--- config.mk ---
export PLATFORM = sky130hd
export DESIGN_NAME = reader_writer_lock_arbiter_unit
export DESIGN_NICKNAME = d
export VERILOG_FILES = /design/src/hdl/rwl_pkg.sv /design/src/hdl/rwl_queue.sv /design/src/hdl/reader_writer_lock_arbiter_unit.sv
export SDC_FILE = /design/constraint.sdc
export NUM_CORES = 1
export LEC_CHECK = 0
export BUFFER_PORTS_ARGS = -buffer_cell sky130_fd_sc_hd__buf_2
export CELL_PAD_IN_SITES_DETAIL_PLACEMENT = 1
export CELL_PAD_IN_SITES_GLOBAL_PLACEMENT = 1
export CORE_MARGIN = 1.5
export CORE_UTILIZATION = 46
export CTS_CLUSTER_DIAMETER = 200
export DETAILED_ROUTE_END_ITERATION = 6
export PLACE_DENSITY_LB_ADDON = 0.1
export SKIP_CTS_REPAIR_TIMING = 1
export SYNTH_ARGS = -nofsm -noshare
export SYNTH_HDL_FRONTEND = slang
export SYNTH_SLANG_ARGS = --single-unit
--- constraint.sdc ---
create_clock -name clk -period 7.82 [get_ports clk]
set_input_delay 0.782 -clock clk [delete_from_list [all_inputs] [get_ports clk]]
set_output_delay 0.782 -clock clk [all_outputs]
set_load 0.02 [all_outputs]
--- src/hdl/rwl_pkg.sv ---
// Types, codes and default sizes for the reader-writer lock arbiter.
package rwl_pkg;

	localparam int QUEUE_DEPTH_DEF      = 16;
	localparam int ID_WIDTH_DEF         = 8;
	localparam int READER_COUNT_MAX_DEF = 255;
	localparam int MAX_RESULTS          = 16;

	localparam int MODE_W   = 2;
	localparam int REQ_ID_W = 8;
	localparam int STATUS_W = 3;
	localparam int TID_W    = 8;

	typedef enum logic [MODE_W-1:0] {
		MODE_ENTER_READ  = 2'd0,
		MODE_ENTER_WRITE = 2'd1,
		MODE_EXIT_READ   = 2'd2,
		MODE_EXIT_WRITE  = 2'd3
	} mode_t;

	typedef enum logic [STATUS_W-1:0] {
		ST_GRANTED  = 3'd0,
		ST_QUEUED   = 3'd1,
		ST_REJECTED = 3'd2,
		ST_RELEASED = 3'd3,
		ST_MISUSE   = 3'd4
	} status_t;

	typedef enum logic [1:0] {
		S_IDLE,
		S_EXEC,
		S_DRAIN
	} state_t;

	// Queue status seen by the arbiter.
	typedef struct packed {
		logic empty;
		logic one;
		logic full;
	} qstat_t;

endpackage

--- src/hdl/rwl_queue.sv ---
// Id wait queue: circular buffer in a synchronous memory, head entry registered.
module rwl_queue import rwl_pkg::*; #(
	parameter int DEPTH = QUEUE_DEPTH_DEF,
	parameter int ID_W  = ID_WIDTH_DEF
) (
	input  logic            clk,
	input  logic            arst_n,
	input  logic            push,
	input  logic [ID_W-1:0] push_id,
	input  logic            pop,
	output logic [ID_W-1:0] head_id,
	output qstat_t          qstat
);

	localparam int PtrW = $clog2(DEPTH);
	localparam int OccW = $clog2(DEPTH + 1);

	logic [ID_W-1:0] mem [DEPTH];
	logic [PtrW-1:0] head_q, tail_q, head_d;
	logic [OccW-1:0] occ_q;
	logic [ID_W-1:0] head_id_q;

	function automatic logic [PtrW-1:0] nxt(input logic [PtrW-1:0] p);
		nxt = (p == PtrW'(DEPTH - 1)) ? '0 : PtrW'(p + 1'b1);
	endfunction

	// read address tracks the head after this cycle's pop
	assign head_d = pop ? nxt(head_q) : head_q;

	always_ff @(posedge clk) begin
		if (push) begin
			mem[tail_q] <= push_id;
		end
		head_id_q <= mem[head_d];
	end

	always_ff @(posedge clk or negedge arst_n) begin
		if (!arst_n) begin
			head_q <= '0;
			tail_q <= '0;
			occ_q  <= '0;
		end else begin
			head_q <= head_d;
			if (push) begin
				tail_q <= nxt(tail_q);
			end
			if (push && !pop) begin
				occ_q <= OccW'(occ_q + 1'b1);
			end else if (pop && !push) begin
				occ_q <= OccW'(occ_q - 1'b1);
			end
		end
	end

	assign head_id     = head_id_q;
	assign qstat.empty = (occ_q == '0);
	assign qstat.one   = (occ_q == OccW'(1));
	assign qstat.full  = (occ_q == OccW'(DEPTH));

endmodule

--- src/hdl/reader_writer_lock_arbiter_unit.sv ---
// Reader-writer lock arbiter: top level with request sequencer and result register.
//
// Reader-writer lock manager with FIFO wait queues for readers and writers.
// Each request beat (mode, requester_id) is taken when in_valid is high and
// in_stall is low; in_stall stays high while a request is being worked on.
// A request is captured in S_IDLE while both queue memories present their
// head ids; S_EXEC decides, updates the lock state and loads the result
// register. A writer exit that wakes N waiting readers issues one grant beat
// per cycle unless the output stalls, bounded by the single read port of the
// reader queue memory that fetches the next head each cycle. Stalls on the
// output hold the sequencer in place. Every request produces at least one
// result beat; the final beat of a request carries last. Queue memories hold
// no reset value and need no clearing pass: only occupied entries are read.
// Ids are the low ID_WIDTH bits of requester_id, zero extended on output.
module reader_writer_lock_arbiter_unit import rwl_pkg::*; #(
	parameter int QUEUE_DEPTH      = QUEUE_DEPTH_DEF,
	parameter int ID_WIDTH         = ID_WIDTH_DEF,
	parameter int READER_COUNT_MAX = READER_COUNT_MAX_DEF
) (
	input  logic                clk,
	input  logic                arst_n,
	input  logic                in_valid,
	output logic                in_stall,
	input  logic [MODE_W-1:0]   mode,
	input  logic [REQ_ID_W-1:0] requester_id,
	output logic                out_valid,
	input  logic                out_stall,
	output logic [STATUS_W-1:0] status,
	output logic [TID_W-1:0]    thread_id,
	output logic                grant_is_write,
	output logic                last
);

	// widths
	localparam int CntW = $clog2(READER_COUNT_MAX + 1);
	localparam int NW   = $clog2(MAX_RESULTS);
	localparam int ExtW = (ID_WIDTH > TID_W) ? ID_WIDTH : TID_W;

	// sequencer state
	state_t              state_q, state_d;
	logic [NW-1:0]       n_q, n_d;          // grants issued in the current drain
	logic [CntW-1:0]     cnt_q, cnt_d;      // active readers
	logic                wact_q, wact_d;    // writer holds the lock

	// captured request
	mode_t               mode_q;
	logic [ID_WIDTH-1:0] id_q;
	logic [ExtW-1:0]     req_ext;

	// queue interface
	logic                r_push, r_pop, w_push, w_pop;
	logic [ID_WIDTH-1:0] r_head, w_head;
	qstat_t              rq, wq;

	// result
	logic                take, emit, drain, drain_last;
	status_t             res_status;
	logic [ID_WIDTH-1:0] res_tid;
	logic                res_wr, res_last;
	logic [ExtW-1:0]     res_ext;

	logic                out_valid_q;
	status_t             status_q;
	logic [TID_W-1:0]    thread_id_q;
	logic                grant_is_write_q, last_q;

	logic                in_acc;

	assign in_stall = (state_q != S_IDLE);
	assign in_acc   = in_valid && !in_stall;
	assign take     = !out_valid_q || !out_stall;
	assign req_ext  = ExtW'(requester_id);

	rwl_queue #(.DEPTH(QUEUE_DEPTH), .ID_W(ID_WIDTH)) u_rq (
		.clk     (clk),
		.arst_n  (arst_n),
		.push    (r_push),
		.push_id (id_q),
		.pop     (r_pop),
		.head_id (r_head),
		.qstat   (rq)
	);

	rwl_queue #(.DEPTH(QUEUE_DEPTH), .ID_W(ID_WIDTH)) u_wq (
		.clk     (clk),
		.arst_n  (arst_n),
		.push    (w_push),
		.push_id (id_q),
		.pop     (w_pop),
		.head_id (w_head),
		.qstat   (wq)
	);

	// drain ends when the queue runs dry, the beat budget is spent or
	// the reader count reaches its ceiling
	assign drain_last = rq.one || (n_q == NW'(MAX_RESULTS - 1)) ||
		(cnt_q >= CntW'(READER_COUNT_MAX - 1));

	always_ff @(posedge clk or negedge arst_n) begin
		if (!arst_n) begin
			state_q <= S_IDLE;
			n_q     <= '0;
			cnt_q   <= '0;
			wact_q  <= 1'b0;
		end else begin
			state_q <= state_d;
			n_q     <= n_d;
			cnt_q   <= cnt_d;
			wact_q  <= wact_d;
		end
	end

	always_ff @(posedge clk) begin
		if (in_acc) begin
			mode_q <= mode_t'(mode);
			id_q   <= req_ext[ID_WIDTH-1:0];
		end
	end

	always_comb begin
		state_d    = state_q;
		n_d        = n_q;
		cnt_d      = cnt_q;
		wact_d     = wact_q;
		r_push     = 1'b0;
		w_push     = 1'b0;
		r_pop      = 1'b0;
		w_pop      = 1'b0;
		emit       = 1'b0;
		drain      = 1'b0;
		res_status = ST_GRANTED;
		res_tid    = id_q;
		res_wr     = 1'b0;
		res_last   = 1'b1;

		case (state_q)
			S_IDLE: begin
				if (in_valid) begin
					state_d = S_EXEC;
					n_d     = '0;
				end
			end
			S_EXEC: begin
				if (take) begin
					emit    = 1'b1;
					state_d = S_IDLE;
					case (mode_q)
						MODE_ENTER_READ: begin
							if (!wact_q && wq.empty) begin
								if (cnt_q >= CntW'(READER_COUNT_MAX)) begin
									res_status = ST_REJECTED;
								end else begin
									cnt_d      = CntW'(cnt_q + 1'b1);
									res_status = ST_GRANTED;
								end
							end else if (rq.full) begin
								res_status = ST_REJECTED;
							end else begin
								r_push     = 1'b1;
								res_status = ST_QUEUED;
							end
						end
						MODE_ENTER_WRITE: begin
							res_wr = 1'b1;
							if (cnt_q == '0 && !wact_q) begin
								wact_d     = 1'b1;
								res_status = ST_GRANTED;
							end else if (wq.full) begin
								res_status = ST_REJECTED;
							end else begin
								w_push     = 1'b1;
								res_status = ST_QUEUED;
							end
						end
						MODE_EXIT_READ: begin
							if (cnt_q == '0) begin
								res_status = ST_MISUSE;
							end else begin
								cnt_d = CntW'(cnt_q - 1'b1);
								// last reader out hands the lock to the front writer
								if (cnt_q == CntW'(1) && !wq.empty) begin
									wact_d     = 1'b1;
									w_pop      = 1'b1;
									res_status = ST_GRANTED;
									res_tid    = w_head;
									res_wr     = 1'b1;
								end else begin
									res_status = ST_RELEASED;
								end
							end
						end
						MODE_EXIT_WRITE: begin
							res_wr = 1'b1;
							if (!wact_q) begin
								res_status = ST_MISUSE;
							end else if (!rq.empty) begin
								if (cnt_q >= CntW'(READER_COUNT_MAX)) begin
									wact_d     = 1'b0;
									res_status = ST_RELEASED;
								end else begin
									drain = 1'b1;
								end
							end else if (!wq.empty) begin
								w_pop      = 1'b1;
								res_status = ST_GRANTED;
								res_tid    = w_head;
							end else begin
								wact_d     = 1'b0;
								res_status = ST_RELEASED;
							end
						end
						default: begin
							res_status = ST_MISUSE;
						end
					endcase
				end
			end
			S_DRAIN: begin
				if (take) begin
					emit  = 1'b1;
					drain = 1'b1;
				end
			end
			default: begin
				state_d = S_IDLE;
			end
		endcase

		// one reader grant per beat from the queue head
		if (drain) begin
			wact_d     = 1'b0;
			cnt_d      = CntW'(cnt_q + 1'b1);
			r_pop      = 1'b1;
			res_status = ST_GRANTED;
			res_tid    = r_head;
			res_wr     = 1'b0;
			res_last   = drain_last;
			state_d    = drain_last ? S_IDLE : S_DRAIN;
			n_d        = NW'(n_q + 1'b1);
		end
	end

	assign res_ext = ExtW'(res_tid);

	// output register parts the result side from the sequencer
	always_ff @(posedge clk or negedge arst_n) begin
		if (!arst_n) begin
			out_valid_q <= 1'b0;
		end else if (emit) begin
			out_valid_q <= 1'b1;
		end else if (!out_stall) begin
			out_valid_q <= 1'b0;
		end
	end

	always_ff @(posedge clk) begin
		if (emit) begin
			status_q         <= res_status;
			thread_id_q      <= res_ext[TID_W-1:0];
			grant_is_write_q <= res_wr;
			last_q           <= res_last;
		end
	end

	assign out_valid      = out_valid_q;
	assign status         = status_q;
	assign thread_id      = thread_id_q;
	assign grant_is_write = grant_is_write_q;
	assign last           = last_q;

endmodule

# Word level (Yosys, flattened, before mapping)
# Memories as Yosys holds them, arrays and structs flattened. A register that Yosys moved wholly into a read port is not among the register bits.
# Cells that the tools add are included.
[totals] regBits=65 mem_bits_rw=256 output_inout_bits=15 memories=2
[classes] add_sub_neg=11 n_lt_le_gt_ge=2 n_eq_ne=23 muxes=89 n_bitwise=2 reduce_logical=41
[mem_list] memory="u_rq.mem" words=16 word_bits=8 read_ports=1 rd_clocked_by_memory_dff=1 write_ports=1 line="rwl_queue.sv:18" text="logic [ID_W-1:0] mem [DEPTH];"
[mem_list] memory="u_wq.mem" words=16 word_bits=8 read_ports=1 rd_clocked_by_memory_dff=1 write_ports=1 line="rwl_queue.sv:18"
[ops] op="two-way mux 8 bit" count=14
[ops] op="two-way mux 1 bit" count=39
[ops] op="two-way mux 4 bit" count=9
[ops] op="case mux 8 bit (2 select lines)" count=2
[ops] op="two-way mux 2 bit" count=11
[ops] op="!= test 3 bit, second input constant" count=7
[ops] op="adder 4 x 1 -> 4 bit, second input constant" count=5
[ops] op="equality test 4 bit, second input constant" count=5
[ops] op="two-way mux 5 bit" count=4
[ops] op="greater-or-equal comparator 8 bit, second input constant" count=2
[ops] op="nonzero test 2 bit" count=7
[ops] op="two-way mux 3 bit" count=4
[ops] op="case mux 3 bit (4 select lines)" count=1
[ops] op="AND reduction 6 bit" count=2
[ops] op="adder 5 x 1 -> 5 bit, second input constant" count=2
[ops] op="equality test 5 bit, second input constant" count=2
[ops] op="zero test 5 bit" count=2
[ops] op="subtractor 5 x 1 -> 5 bit, second input constant" count=2
[ops] op="zero test 1 bit" count=9
[ops] op="adder 8 x 1 -> 8 bit, second input constant" count=1
[ops] op="equality test 8 x 1 -> 1 bit, second input constant" count=1
[ops] op="logical AND 1 bit" count=8
[ops] op="zero test 8 bit" count=1
[ops] op="subtractor 8 x 1 -> 8 bit, second input constant" count=1
[ops] op="17 further kinds" count=27

# Depth between registers and ports, before layout
# Gate-level depths: netlist of the first run.
[depth] depth_word=11 ltp_mapped=15 mapped_depth_nobuf=14

# Modules after synthesis
# A second synthesis of the first run with hierarchy kept.
[unflattened] cells_unflattened=918 area_unflattened_um2=14440.1
[by_module_without_submodules] mod="rwl_queue at u_rq" n_inst=1 cells_per_inst=359 area_each_um2=6163.4
[by_module_without_submodules] mod="rwl_queue at u_wq" n_inst=1 cells_per_inst=351 area_each_um2=6042.0
[by_module_without_submodules] mod="reader_writer_lock_arbiter_unit" n_inst=1 cells_per_inst=208 area_each_um2=2234.6

# Worst setup path before layout of the first run
# Ideal clock, no wire load.
[synth_timing] path_type="register -> register" startpoint="reg cnt_q[0]" endpoint="reg u_wq.occ_q[4]" arrival_ns=2.935 slack_ns=4.762 path_stages_with_launch=14 path_cell_list="dfrtp_1 inv_1 ha_1 nand3_1 o221ai_1 nor3_1 ha_1 inv_1 fa_1 a21o_1 a21oi_1 xnor2_1 nor2_1 xnor2_1"
[synth_via] elab_cells_between_ends=19 classes_between="eq/ne (1); mux (10); reduce/logical (8)"
[synth_rtl] element="start: declaration" line="reader_writer_lock_arbiter_unit.sv:42" text="logic [CntW-1:0] cnt_q, cnt_d;"
[synth_rtl] element="start signal: assignment" line="reader_writer_lock_arbiter_unit.sv:108" text="cnt_q <= cnt_d;"
[synth_rtl] element="zero test 8 bit (*)" line="reader_writer_lock_arbiter_unit.sv:165" text="if (cnt_q == '0 && !wact_q) begin"
[synth_rtl] element="logical AND 1 bit (*)" line="reader_writer_lock_arbiter_unit.sv:165"
[synth_rtl] element="two-way mux 1 bit (*)" line="reader_writer_lock_arbiter_unit.sv:165"
[synth_rtl] element="two-way mux 1 bit (*)" line="reader_writer_lock_arbiter_unit.sv:147" text="case (mode_q)"
[synth_rtl] element="two-way mux 1 bit (*)" line="reader_writer_lock_arbiter_unit.sv:144" text="if (take) begin"
[synth_rtl] element="two-way mux 1 bit (*)" line="reader_writer_lock_arbiter_unit.sv:136" text="case (state_q)"
[synth_rtl] element="via u_wq.push" line="rwl_queue.sv:8" text="input logic push,"
[synth_rtl] element="zero test 1 bit" line="rwl_queue.sv:49" text="end else if (pop && !push) begin"
[synth_rtl] element="logical AND 1 bit" line="rwl_queue.sv:49"
[synth_rtl] element="nonzero test 2 bit (no source line)"
[synth_rtl] element="end signal: assignment" line="rwl_queue.sv:48" text="occ_q <= OccW'(occ_q + 1'b1);"
[synth_rtl] element="end signal: assignment" line="rwl_queue.sv:50" text="occ_q <= OccW'(occ_q - 1'b1);"
[synth_rtl] element="end: declaration" line="rwl_queue.sv:20" text="logic [OccW-1:0] occ_q;"
# Mark *: on every way through the listed nets, which the timed path passes. The rest lies on a longest branch.
# A chain may end at the register's enable or synchronous reset.

# Worst setup path in the final report of the first run
[layout_timing] startpoint="reg state_q[1]" endpoint="reg u_wq.head_id_q[4] (netlist: u_wq.head_id[4]) (read register of u_wq.mem)"
[layout_via] elab_chain_len=3
[layout_lines] element="start: declaration" line="reader_writer_lock_arbiter_unit.sv:40" text="state_t state_q, state_d;"
[layout_lines] element="start signal: assignment" line="reader_writer_lock_arbiter_unit.sv:106" text="state_q <= state_d;"
[layout_lines] element="equality test 2 x 1 -> 1 bit" line="reader_writer_lock_arbiter_unit.sv:136"
[layout_lines] element="two-way mux 1 bit" line="reader_writer_lock_arbiter_unit.sv:136"
[layout_lines] element="two-way mux 4 bit" line="rwl_queue.sv:28" text="assign head_d = pop ? nxt(head_q) : head_q;"
[layout_lines] element="end: declaration" line="rwl_queue.sv:21" text="logic [ID_W-1:0] head_id_q;"
# Every way passes these cells.

==> flow_metrics.env, run 1 <==
export IMPL_outcome="completed"
export IMPL_cts_root_buffer="clkbuf_16"
export IMPL_period_needed_ns=4.18
export IMPL_ys_types=85
export IMPL_core_area_um2=31600
export IMPL_power_leakage_nw=5.70
export IMPL_report_final_setup_viol=0
export IMPL_cts_buffer_depth=3
export IMPL_tns_ns=0
export IMPL_gp_congestion=0.823
export IMPL_path_buf_inv=2
export IMPL_grt_util_all_layers_pct=22.7
export IMPL_via_per_inst=6.01
export IMPL_crit_arrival_ns=4.54
export IMPL_finalCritPeriodShare_pct=53.5
export IMPL_rsz0062_at_grt="no"
export IMPL_path_clk_slew_ns=0.06
export IMPL_clkPwrFrac_pct=30.2
export IMPL_tightest_slew_ns=0.897
export IMPL_p_comb_share_pct=25.7
export IMPL_post_route_drc_count=0
export IMPL_yosysSeqAreaShare_pct=65.8
export IMPL_p_switching_mw=1.84
export IMPL_wl_um=37600
export IMPL_synthArstFlopShare_pct=12.5
export IMPL_post_drt_wl_per_cell_um=24.3
export IMPL_path_max_fanout=41
export IMPL_cts_max_level=2
export IMPL_cp_top_family="compound AO/OA/AOI/OAI gates"
export IMPL_ys_top_cells_by_area="edfxtp_1, dfrtp_1, mux2_2, ha_1, dfxtp_1"
export IMPL_internal_power_mw=3.71
export IMPL_fin_nets=1161
export IMPL_diodes=0
export IMPL_path_cells="inv_1, ha_1, a21boi_2, o211ai_4, a22o_2, nor2_4, buf_4, mux2_4, a2111oi_0, nand3_1"
export IMPL_dpl_cell_area_um2=15400
export IMPL_fp_dieH_um=182
export IMPL_grt_pass1_wl_um=57200
export IMPL_switching_share_pct=33.2
export IMPL_synth_common_cells="edfxtp_1, nand2_1, o21ai_0"
export IMPL_drtIter0Drc=760
export IMPL_synth_area_um2=14800
export IMPL_postRouteAntennaNets=0
export IMPL_worstPathRequired_ns=8.17
export IMPL_area_growth_pct=11.8
export IMPL_powerDensity_nw_per_um2=335
export IMPL_slowest_delay_ns=0.77
export IMPL_first_pass_iters=6
export IMPL_pin_count=29
export IMPL_maxCapViolCount=0
export IMPL_fp_dieArea_um2=33300
export IMPL_design_area_um2=16600
export IMPL_skew_ns=0.0113
export IMPL_synth_edf_count=279
export IMPL_antenna_found_initial=0
export IMPL_grt_max_degree=58
export IMPL_cts_num_sinks=337
export IMPL_dp_hpwl_um=24800
export IMPL_slew_headroom_pct=40.0
export IMPL_timing_fmax_mhz=239
export IMPL_cp_start_kind="register"
export IMPL_critPathKind="reg2reg"
export IMPL_synth_largest_area_cell="edfxtp_1"
export IMPL_grt_pass1_vias=9526
export IMPL_synth_top_area_share_pct=56.5
export IMPL_overflow=0
export IMPL_ir_drop_uv=180
export IMPL_cts_tree="built"
export IMPL_yosysWarnings=0
export IMPL_synth_seq_cells=337
export IMPL_cp_slowest_cell="a2111oi_0"
export IMPL_crit_path_end_kind="register"
export IMPL_num_vias=9314
export IMPL_fp_dieW_um=182
export IMPL_hp_class="in2async"
export IMPL_initial_utilization_pct=46.8
export IMPL_fin_util_pct=52.4
export IMPL_avgSynthCellArea_um2=13.7
export IMPL_port_buffers=28
export IMPL_cts_buffers=38
export IMPL_drive_above_1_share_pct=16.2
export IMPL_row_count=65
export IMPL_finalMaxSlewViolations=0
export IMPL_final_hold_viol_count=0
export IMPL_yosys_most_used_dff="edfxtp_1"
export IMPL_insertion_delay_ns=0.52
export IMPL_synthCells=1082
export IMPL_synth_most_common_cell="edfxtp_1"
export IMPL_seq_power_share_pct=44.1
export IMPL_synthesis_nets=1125
==> final cells by class <==
class / instances / area (um2)
multi-input combinational: 649 / 4660
timing repair buffer: 49 / 298
fill: 3114 / 15100
clock inverter: 20 / 113
inverter: 43 / 164
tap: 402 / 503
sequential: 337 / 9750
clock buffer: 50 / 1080
==> power groups by stage <==
stage	Clock [mW]	Sequential, mW	Combinational, mW
floorplan	0	2.43	0.996
global placement	0	2.48	1.39
detailed placement	0	2.49	1.42
CTS	1.72	2.45	1.43
global route	1.77	2.48	1.56
finish	1.68	2.45	1.43
==> logic make-up (layout without fill, tap and decap cells) <==
kind of cell	Yosys count	in the layout	share of synthesized area, %
flops	337	337	65.8
simple gates	263	263	9.11
compound gates	256	256	12.1
buf+inv	96	162	2.89
mux	78	78	6.25
fa+ha+maj	29	29	2.50
xor+xnor	23	23	1.36
==> final timing paths <==
check / startpoint / to / depth (start not counted) / slack, ns
min in group clk: requester_id[2] / id_q[2] / 1 / 0.43
max in group asynchronous: arst_n / cnt_q[2] / 2 / 6.87
worst max-delay path: state_q[1] / u_wq.head_id[4] / 10 / 3.64
worst min-delay path: arst_n / u_rq.head_q[2] / 1 / 0.11
worst min register to register: n_q[2] / n_q[2] / 1 / 0.52
worst max register to register: state_q[1] / u_wq.head_id[4] / 10 / 3.64
==> cells in the final DEF, fill, tap and decap left out, types with 6 or more instances in the layout <==
| master | instances |
|---|---|
| a2111oi_0 | 9 |
| a211oi_1 | 28 |
| a21oi_1 | 41 |
| a221o_1 | 15 |
| a222oi_1 | 8 |
| a31oi_1 | 12 |
| and2_1 | 22 |
| buf_2 | 28 |
| buf_4 | 21 |
| clkbuf_16 | 39 |
| clkbuf_8 | 6 |
| clkinv_1 | 8 |
| clkinv_2 | 9 |
| dfrtp_1 | 42 |
| dfxtp_1 | 16 |
| edfxtp_1 | 279 |
| ha_1 | 28 |
| inv_1 | 40 |
| mux2_2 | 40 |
| mux2_4 | 15 |
| mux2i_1 | 17 |
| nand2_1 | 69 |
| nand3_1 | 56 |
| nand4_1 | 20 |
| nor2_1 | 39 |
| nor3_1 | 15 |
| o211ai_1 | 35 |
| o21ai_0 | 57 |
| o31ai_1 | 8 |
| xnor2_1 | 12 |
| xor2_1 | 11 |
==> routing by layer <==
| metal | track usage (%) | vias to the layer above | part of all wire (%) |
|---|---|---|---|
| met5 | 0 | - | 0 |
| met4 | 6.31 | 0 | 2.2 |
| met3 | 3.11 | 58 | 4.8 |
| met2 | 36.7 | 217 | 46 |
| met1 | 32.3 | 4776 | 47 |
| li1 | - | 4263 | - |
==> flip-flops by register name, summed over array words and instances, names as in the netlist <==
| name | count |
|---|---|
| out_valid | 1 |
| cnt_q | 8 |
| u_rq.tail_q | 4 |
| u_wq.occ_q | 5 |
| u_rq.occ_q | 5 |
| grant_is_write | 1 |
| status | 3 |
| u_wq.head_q | 4 |
| id_q | 8 |
| u_rq.head_q | 4 |
| u_rq.head_id | 8 |
| thread_id | 8 |
| state_q | 2 |
| last | 1 |
| u_wq.mem | 128 |
| u_wq.head_id | 8 |
| mode_q | 2 |
| wact_q | 1 |
| n_q | 4 |
| u_rq.mem | 128 |
| u_wq.tail_q | 4 |
==> stage by stage <==
stage | hold slack (ns) | std cells | setup slack, ns | total power [mW]
global placement | 0.523 | 1480 | 3.50 | 3.87
floorplan | 0.473 | 1082 | 4.76 | 3.43
finish | 0.106 | 1550 | 3.64 | 5.56
detailed placement | 0.523 | 1480 | 3.47 | 3.91
CTS | 0.0975 | 1550 | 3.61 | 5.60
global route | 0.0975 | 1550 | 3.36 | 5.82
==> worst register-to-register path, delay by kind of cell (launching register included) <==
family / cells / cell delay, ns
mux: 1 / 0.35
fa+ha+maj: 1 / 0.27
compound gates: 4 / 2.11
buf+inv: 2 / 0.59
simple gates: 2 / 0.32
flops: 1 / 0.39
(Power assumes the default switching activity.)
==> inputs of run 2 (changes only) <==
==> constraint.sdc (replaced) <==
create_clock -name clk -period 3.4 [get_ports clk]
set_input_delay 0.34 -clock clk [delete_from_list [all_inputs] [get_ports clk]]
set_output_delay 0.34 -clock clk [all_outputs]
set_load 0.02 [all_outputs]
==> run 2 against run 1 <==
Effect of this change: largest power group unchanged; via count rose by 3.4%; sequential power rose by 130%; count of clock-buffer cells in the layout rose by 2; largest cell class unchanged; clock skew rose by 0.013 ns; highest routed layer unchanged; global-route usage rose by 1.7 points; register-to-register slack got worse by 3.5 ns; sequential cell count did not move; non-clock buffer count rose by 72; critical path type unchanged; hold slack improved by 0.062 ns; cell area rose by 4.0%; setup slack got worse by 3.5 ns; die area did not move.
==> flow_metrics.env, run 2 (synthesis results as in run 1) <==
export IMPL_register_area_um2=9750
export IMPL_pin_count=29
export IMPL_finalCritPeriodShare_pct=94.6
export IMPL_placedCellCount=1538
export IMPL_gp_congestion=0.838
export IMPL_grt_util_all_layers_pct=24.5
export IMPL_report_final_setup_viol=0
export IMPL_crit_path_end_kind="register"
export IMPL_use_met3_pct=2.63
export IMPL_instances_no_fill=1620
export IMPL_cts_max_level=2
export IMPL_skew_ns=0.0245
export IMPL_cts_buffer_depth=3
export IMPL_hold_slack_ns=0.168
export IMPL_top_usage_layer="met2"
export IMPL_power_leakage_nw=6.06
export IMPL_outcome="completed"
export IMPL_postRouteAntennaNets=0
export IMPL_diodes=0
export IMPL_row_count=65
export IMPL_cp_start_kind="register"
export IMPL_num_vias=9633
export IMPL_grt_pass1_vias=10093
export IMPL_ir_drop_uv=679
export IMPL_slew_headroom_pct=31.3
export IMPL_multiInputGateArea_um2=4680
export IMPL_overflow=0
export IMPL_final_cell_mix="edfxtp_1, buf_4, nand2_1, o21ai_0, nand3_1"
export IMPL_post_drt_wl_per_cell_um=24.8
export IMPL_path_max_fanout=16
export IMPL_fp_dieW_um=182
export IMPL_path_clk_slew_ns=0.06
export IMPL_fp_dieH_um=182
export IMPL_finalMaxSlewViolations=0
export IMPL_critPathKind="reg2reg"
export IMPL_powerDensity_nw_per_um2=773
export IMPL_final_hold_viol_count=0
export IMPL_worstPathRequired_ns=3.79
export IMPL_antenna_found_initial=0
export IMPL_design_area_um2=17200
export IMPL_grt_max_degree=29
export IMPL_cts_buffers=38
export IMPL_core_area_um2=31600
export IMPL_maxCapViolCount=0
export IMPL_via_per_inst=5.95
export IMPL_wl_um=40200
export IMPL_drive_above_1_share_pct=20.2
export IMPL_drtIter0Drc=756
export IMPL_cts_root_buffer="clkbuf_16"
export IMPL_hp_class="in2reg"
export IMPL_final_common_cell="edfxtp_1"
export IMPL_use_met2_pct=40.1
export IMPL_post_route_drc_count=0
export IMPL_layout_top_registers="u_rq.mem: 128 flops, u_wq.mem: 128 flops"
export IMPL_cts_tree="built"
export IMPL_num_fill_cells=3091
export IMPL_crit_arrival_ns=3.61
export IMPL_dpl_cell_area_um2=15900
export IMPL_cts_num_sinks=337
export IMPL_tightest_slew_ns=1.03
export IMPL_insertion_delay_ns=0.53
export IMPL_port_buffers=28
export IMPL_area_growth_pct=16.3
export IMPL_grt_pass1_wl_um=61300
export IMPL_grt_use_met1_pct=34.9
export IMPL_period_needed_ns=3.22
export IMPL_fin_util_pct=54.5
export IMPL_initial_utilization_pct=46.8
export IMPL_dp_hpwl_um=26800
export IMPL_first_pass_iters=5
export IMPL_fp_dieArea_um2=33300
export IMPL_fin_nets=1233
export IMPL_timing_fmax_mhz=311
export IMPL_power_mw=13.3
run 2: changes by cell type in the layout (fill, tap and decap cells not counted), moves of 2 or more:
cell | before | now
buf_4 | 21 | 75
clkinv_2 | 9 | 6
dlygate4sd3_1 | 0 | 11
buf_12 | 0 | 7
clkbuf_1 | 5 | 7
run 2: final cells by class:
| class | instances | share of cell area [%] |
|---|---|---|
| clock buffer | 52 | 6.23 |
| inverter | 43 | 0.980 |
| multi-input combinational | 649 | 27.1 |
| tap | 402 | 2.92 |
| clock inverter | 16 | 0.646 |
| timing repair buffer | 121 | 5.53 |
| sequential | 337 | 56.6 |
run 2: path summary, 6_finish.rpt:
kind	cells after the start	slack, ns	startpoint	to
setup / recovery	12	0.18	u_rq.occ_q[1]	u_rq.head_id[0]
hold / removal	3	0.17	out_stall	out_valid
setup reg to reg	12	0.18	u_rq.occ_q[1]	u_rq.head_id[0]
hold reg to reg	1	0.53	n_q[0]	n_q[0]
max in group asynchronous	3	2.19	arst_n	state_q[1]
min in group asynchronous	2	0.39	arst_n	u_rq.tail_q[1]
run 2: worst max-delay path: stages (launching register included):
cell and delay, ns:
dfrtp_1 0.40, inv_1 0.10, ha_1 0.21, nor4b_2 0.16
buf_4 0.16, nor4b_4 0.27, mux2_4 0.39, and2_4 0.23
inv_8 0.15, buf_12 0.17, mux2_2 0.36, a222oi_1 0.35
nand4_1 0.15
run 2: routing by layer:
layer | share of wire [%] | vias to the layer above
met3 | 4.4 | 56
li1 | - | 4396
met1 | 46 | 4930
met4 | 1.8 | 0
met2 | 48 | 251
met5 | 0 | -
run 2: per-stage QoR:
step | TNS, ns | worst slack [ns]
global placement | 0 | 0.0433
global route | -0.00495 | -0.00495
finish | 0 | 0.182
floorplan | 0 | 0.342
detailed placement | 0 | 0.0291
CTS | 0 | 0.0799
run 2: report_power, final:
group | leakage (nW) | switching [mW] | total (mW) | internal [mW]
Sequential | 3.18 | 0.503 | 5.62 | 5.12
Combinational | 2.29 | 2.29 | 3.81 | 1.52
Clock | 0.586 | 1.62 | 3.90 | 2.28
==> inputs of run 3 (changes only) <==
--- a/config.mk
+++ b/config.mk
@@ -6,6 +6,7 @@
 export NUM_CORES = 1
 export LEC_CHECK = 0
 export BUFFER_PORTS_ARGS = -buffer_cell sky130_fd_sc_hd__buf_2
+export CAP_MARGIN = 20
 export CELL_PAD_IN_SITES_DETAIL_PLACEMENT = 1
 export CELL_PAD_IN_SITES_GLOBAL_PLACEMENT = 1
 export CORE_MARGIN = 1.5
@@ -13,6 +14,7 @@
 export CTS_CLUSTER_DIAMETER = 200
 export DETAILED_ROUTE_END_ITERATION = 6
 export PLACE_DENSITY_LB_ADDON = 0.1
+export RECOVER_POWER = 50
 export SKIP_CTS_REPAIR_TIMING = 1
 export SYNTH_ARGS = -nofsm -noshare
 export SYNTH_HDL_FRONTEND = slang
==> constraint.sdc (replaced) <==
create_clock -name clk -period 3.4 [get_ports clk]
set_input_delay 0.34 -clock clk [delete_from_list [all_inputs] [get_ports clk]]
set_output_delay 0.34 -clock clk [all_outputs]
set_load 0.05 [all_outputs]
==> run 3 against run 2 <==
Effect of this change: the flow now finishes with violations (max-capacitance violations, max-slew violations); sequential cell count unchanged; final cell count about the same; cell area down 0.36%; wire length is 0.20% higher; maximum frequency rose by 0.22%; register-to-register slack about the same; clock skew fell by 0.0024 ns; sequential share of layout area grew 0.20 points; global-route usage unchanged.
==> flow_metrics.env, run 3 (synthesis results as in run 1) <==
export IMPL_outcome="complete, but fails checks"
export IMPL_violations="max-capacitance violations, max-slew violations"
export IMPL_p_comb_share_pct=29.3
export IMPL_use_met2_pct=40.1
export IMPL_via_per_inst=5.96
export IMPL_overflow=0
export IMPL_tightest_slew_ns=1.71
export IMPL_grt_util_all_layers_pct=24.5
export IMPL_dp_hpwl_um=26800
export IMPL_timing_fmax_mhz=311
export IMPL_grt_use_met1_pct=34.9
export IMPL_grt_pass1_wl_um=61300
export IMPL_slew_headroom_pct=-13.8
export IMPL_wl_um=40200
export IMPL_seq_power_share_pct=41.8
export IMPL_core_area_um2=31600
export IMPL_post_route_drc_count=0
export IMPL_reg2reg_setup_slack_ns=0.19
export IMPL_powerDensity_nw_per_um2=784
export IMPL_report_final_setup_viol=0
export IMPL_critPathKind="reg2reg"
export IMPL_grt_max_degree=29
export IMPL_fp_dieH_um=182
export IMPL_num_vias=9654
export IMPL_fin_util_pct=54.3
export IMPL_cp_slowest_cell="dfrtp_1"
export IMPL_slowest_delay_ns=0.40
export IMPL_pin_count=29
export IMPL_fp_dieArea_um2=33300
export IMPL_antenna_found_initial=0
export IMPL_use_met3_pct=2.63
export IMPL_instances_no_fill=1621
export IMPL_top_usage_layer="met2"
export IMPL_p_switching_mw=4.59
export IMPL_final_hold_viol_count=0
export IMPL_fin_nets=1233
export IMPL_drtIter0Drc=879
export IMPL_layout_top_registers="u_rq.mem: 128 flops, u_wq.mem: 128 flops"
export IMPL_path_clk_slew_ns=0.06
export IMPL_tns_ns=0
export IMPL_finalMaxSlewViolations=23
export IMPL_row_count=65
export IMPL_path_buf_inv=4
export IMPL_crit_path_end_kind="register"
export IMPL_drive_above_1_share_pct=17.8
export IMPL_hp_class="in2reg"
export IMPL_area_growth_pct=15.9
export IMPL_power_leakage_nw=5.98
export IMPL_placedCellCount=1538
export IMPL_switching_share_pct=34.1
export IMPL_internal_power_mw=8.88
export IMPL_skew_ns=0.0221
export IMPL_initial_utilization_pct=46.8
export IMPL_post_drt_wl_per_cell_um=24.8
export IMPL_crit_arrival_ns=3.60
export IMPL_fp_dieW_um=182
export IMPL_insertion_delay_ns=0.52
export IMPL_final_cell_mix="edfxtp_1, nand2_1, buf_4, o21ai_0, nand3_1"
export IMPL_path_max_fanout=16
export IMPL_finalCritPeriodShare_pct=94.4
export IMPL_ir_drop_uv=678
export IMPL_cts_buffers=38
export IMPL_cts_buffer_depth=3
export IMPL_postRouteAntennaNets=0
export IMPL_cts_tree="built"
export IMPL_cts_num_sinks=337
export IMPL_port_buffers=28
export IMPL_path_cells="inv_1, ha_1, nor4b_2, buf_4, nor4b_4, mux2_4, and2_4, inv_8, buf_12, mux2_2, a222oi_1, nand4_1"
export IMPL_worstPathRequired_ns=3.79
export IMPL_grt_pass1_vias=10093
export IMPL_power_mw=13.5
export IMPL_cts_max_level=2
export IMPL_cts_root_buffer="clkbuf_16"
export IMPL_clkPwrFrac_pct=28.9
export IMPL_gp_congestion=0.838
export IMPL_first_pass_iters=5
export IMPL_cp_top_family="simple AND/OR/NAND/NOR gates"
export IMPL_cp_start_kind="register"
export IMPL_period_needed_ns=3.21
export IMPL_maxCapViolCount=1
export IMPL_final_common_cell="edfxtp_1"
==> run 3: cell count changes in the layout (fill, tap and decap cells not counted) <==
| cell | change |
|---|---|
| buf_4 | -12 |
| inv_2 | -1 |
| clkbuf_1 | +27 |
| a21bo_2 | -1 |
| a21bo_1 | +1 |
| buf_2 | -15 |
| diode_2 | +1 |
| inv_1 | +1 |
==> run 3: path summary, 6_finish.rpt <==
path                                     from              end  cells after the start
min in group asynchronous              arst_n   u_rq.tail_q[1]                      2
worst min register to register         n_q[0]           n_q[0]                      1
max in group asynchronous              arst_n       state_q[1]                      3
worst min-delay path                out_stall        out_valid                      3
worst max-delay path            u_rq.occ_q[1]  u_rq.head_id[0]                     12
worst max register to register  u_rq.occ_q[1]  u_rq.head_id[0]                     12
==> run 3: routing by layer <==
metal	wire [um]	vias up	share of wire, %
met5	0	-	0
met1	18600	4967	46
met2	19300	233	48
li1	-	4396	-
met3	1640	58	4.1
met4	744	0	1.8
==> run 3: power by group through the flow <==
stage | clock [mW] | sequential (mW) | combinational [mW]
after floorplan | 0 | 5.76 | 2.31
after global placement | 0 | 5.68 | 3.82
after detailed placement | 0 | 5.70 | 3.93
after CTS | 3.96 | 5.62 | 3.97
after global routing | 4.11 | 5.68 | 4.29
final | 3.90 | 5.63 | 3.95
==> run 3: area by class of cell <==
| cell class | count | area (um2) |
|---|---|---|
| sequential | 337 | 9750 |
| fill | 3106 | 14500 |
| timing repair buffer | 121 | 890 |
| clock buffer | 52 | 1070 |
| antenna | 1 | 2.50 |
| multi-input combinational | 649 | 4680 |
| inverter | 43 | 169 |
| tap | 402 | 503 |
| clock inverter | 16 | 111 |
==> run 3: tightest hold or removal path, stage by stage <==
cell and delay (ns):
buf_2 0.15, nand2_1 0.09, nand2b_1 0.06
==> run 3: stage by stage <==
step | hold WS, ns | instance area, um2 | setup WS, ns
floorplan | 0.0444 | 14800 | 0.342
global placement | 0.437 | 15900 | 0.0433
detailed placement | 0.427 | 15900 | 0.0291
CTS | -0.133 | 17100 | 0.0799
global route | 0.167 | 17200 | -0.00495
finish | 0.177 | 17200 | 0.189
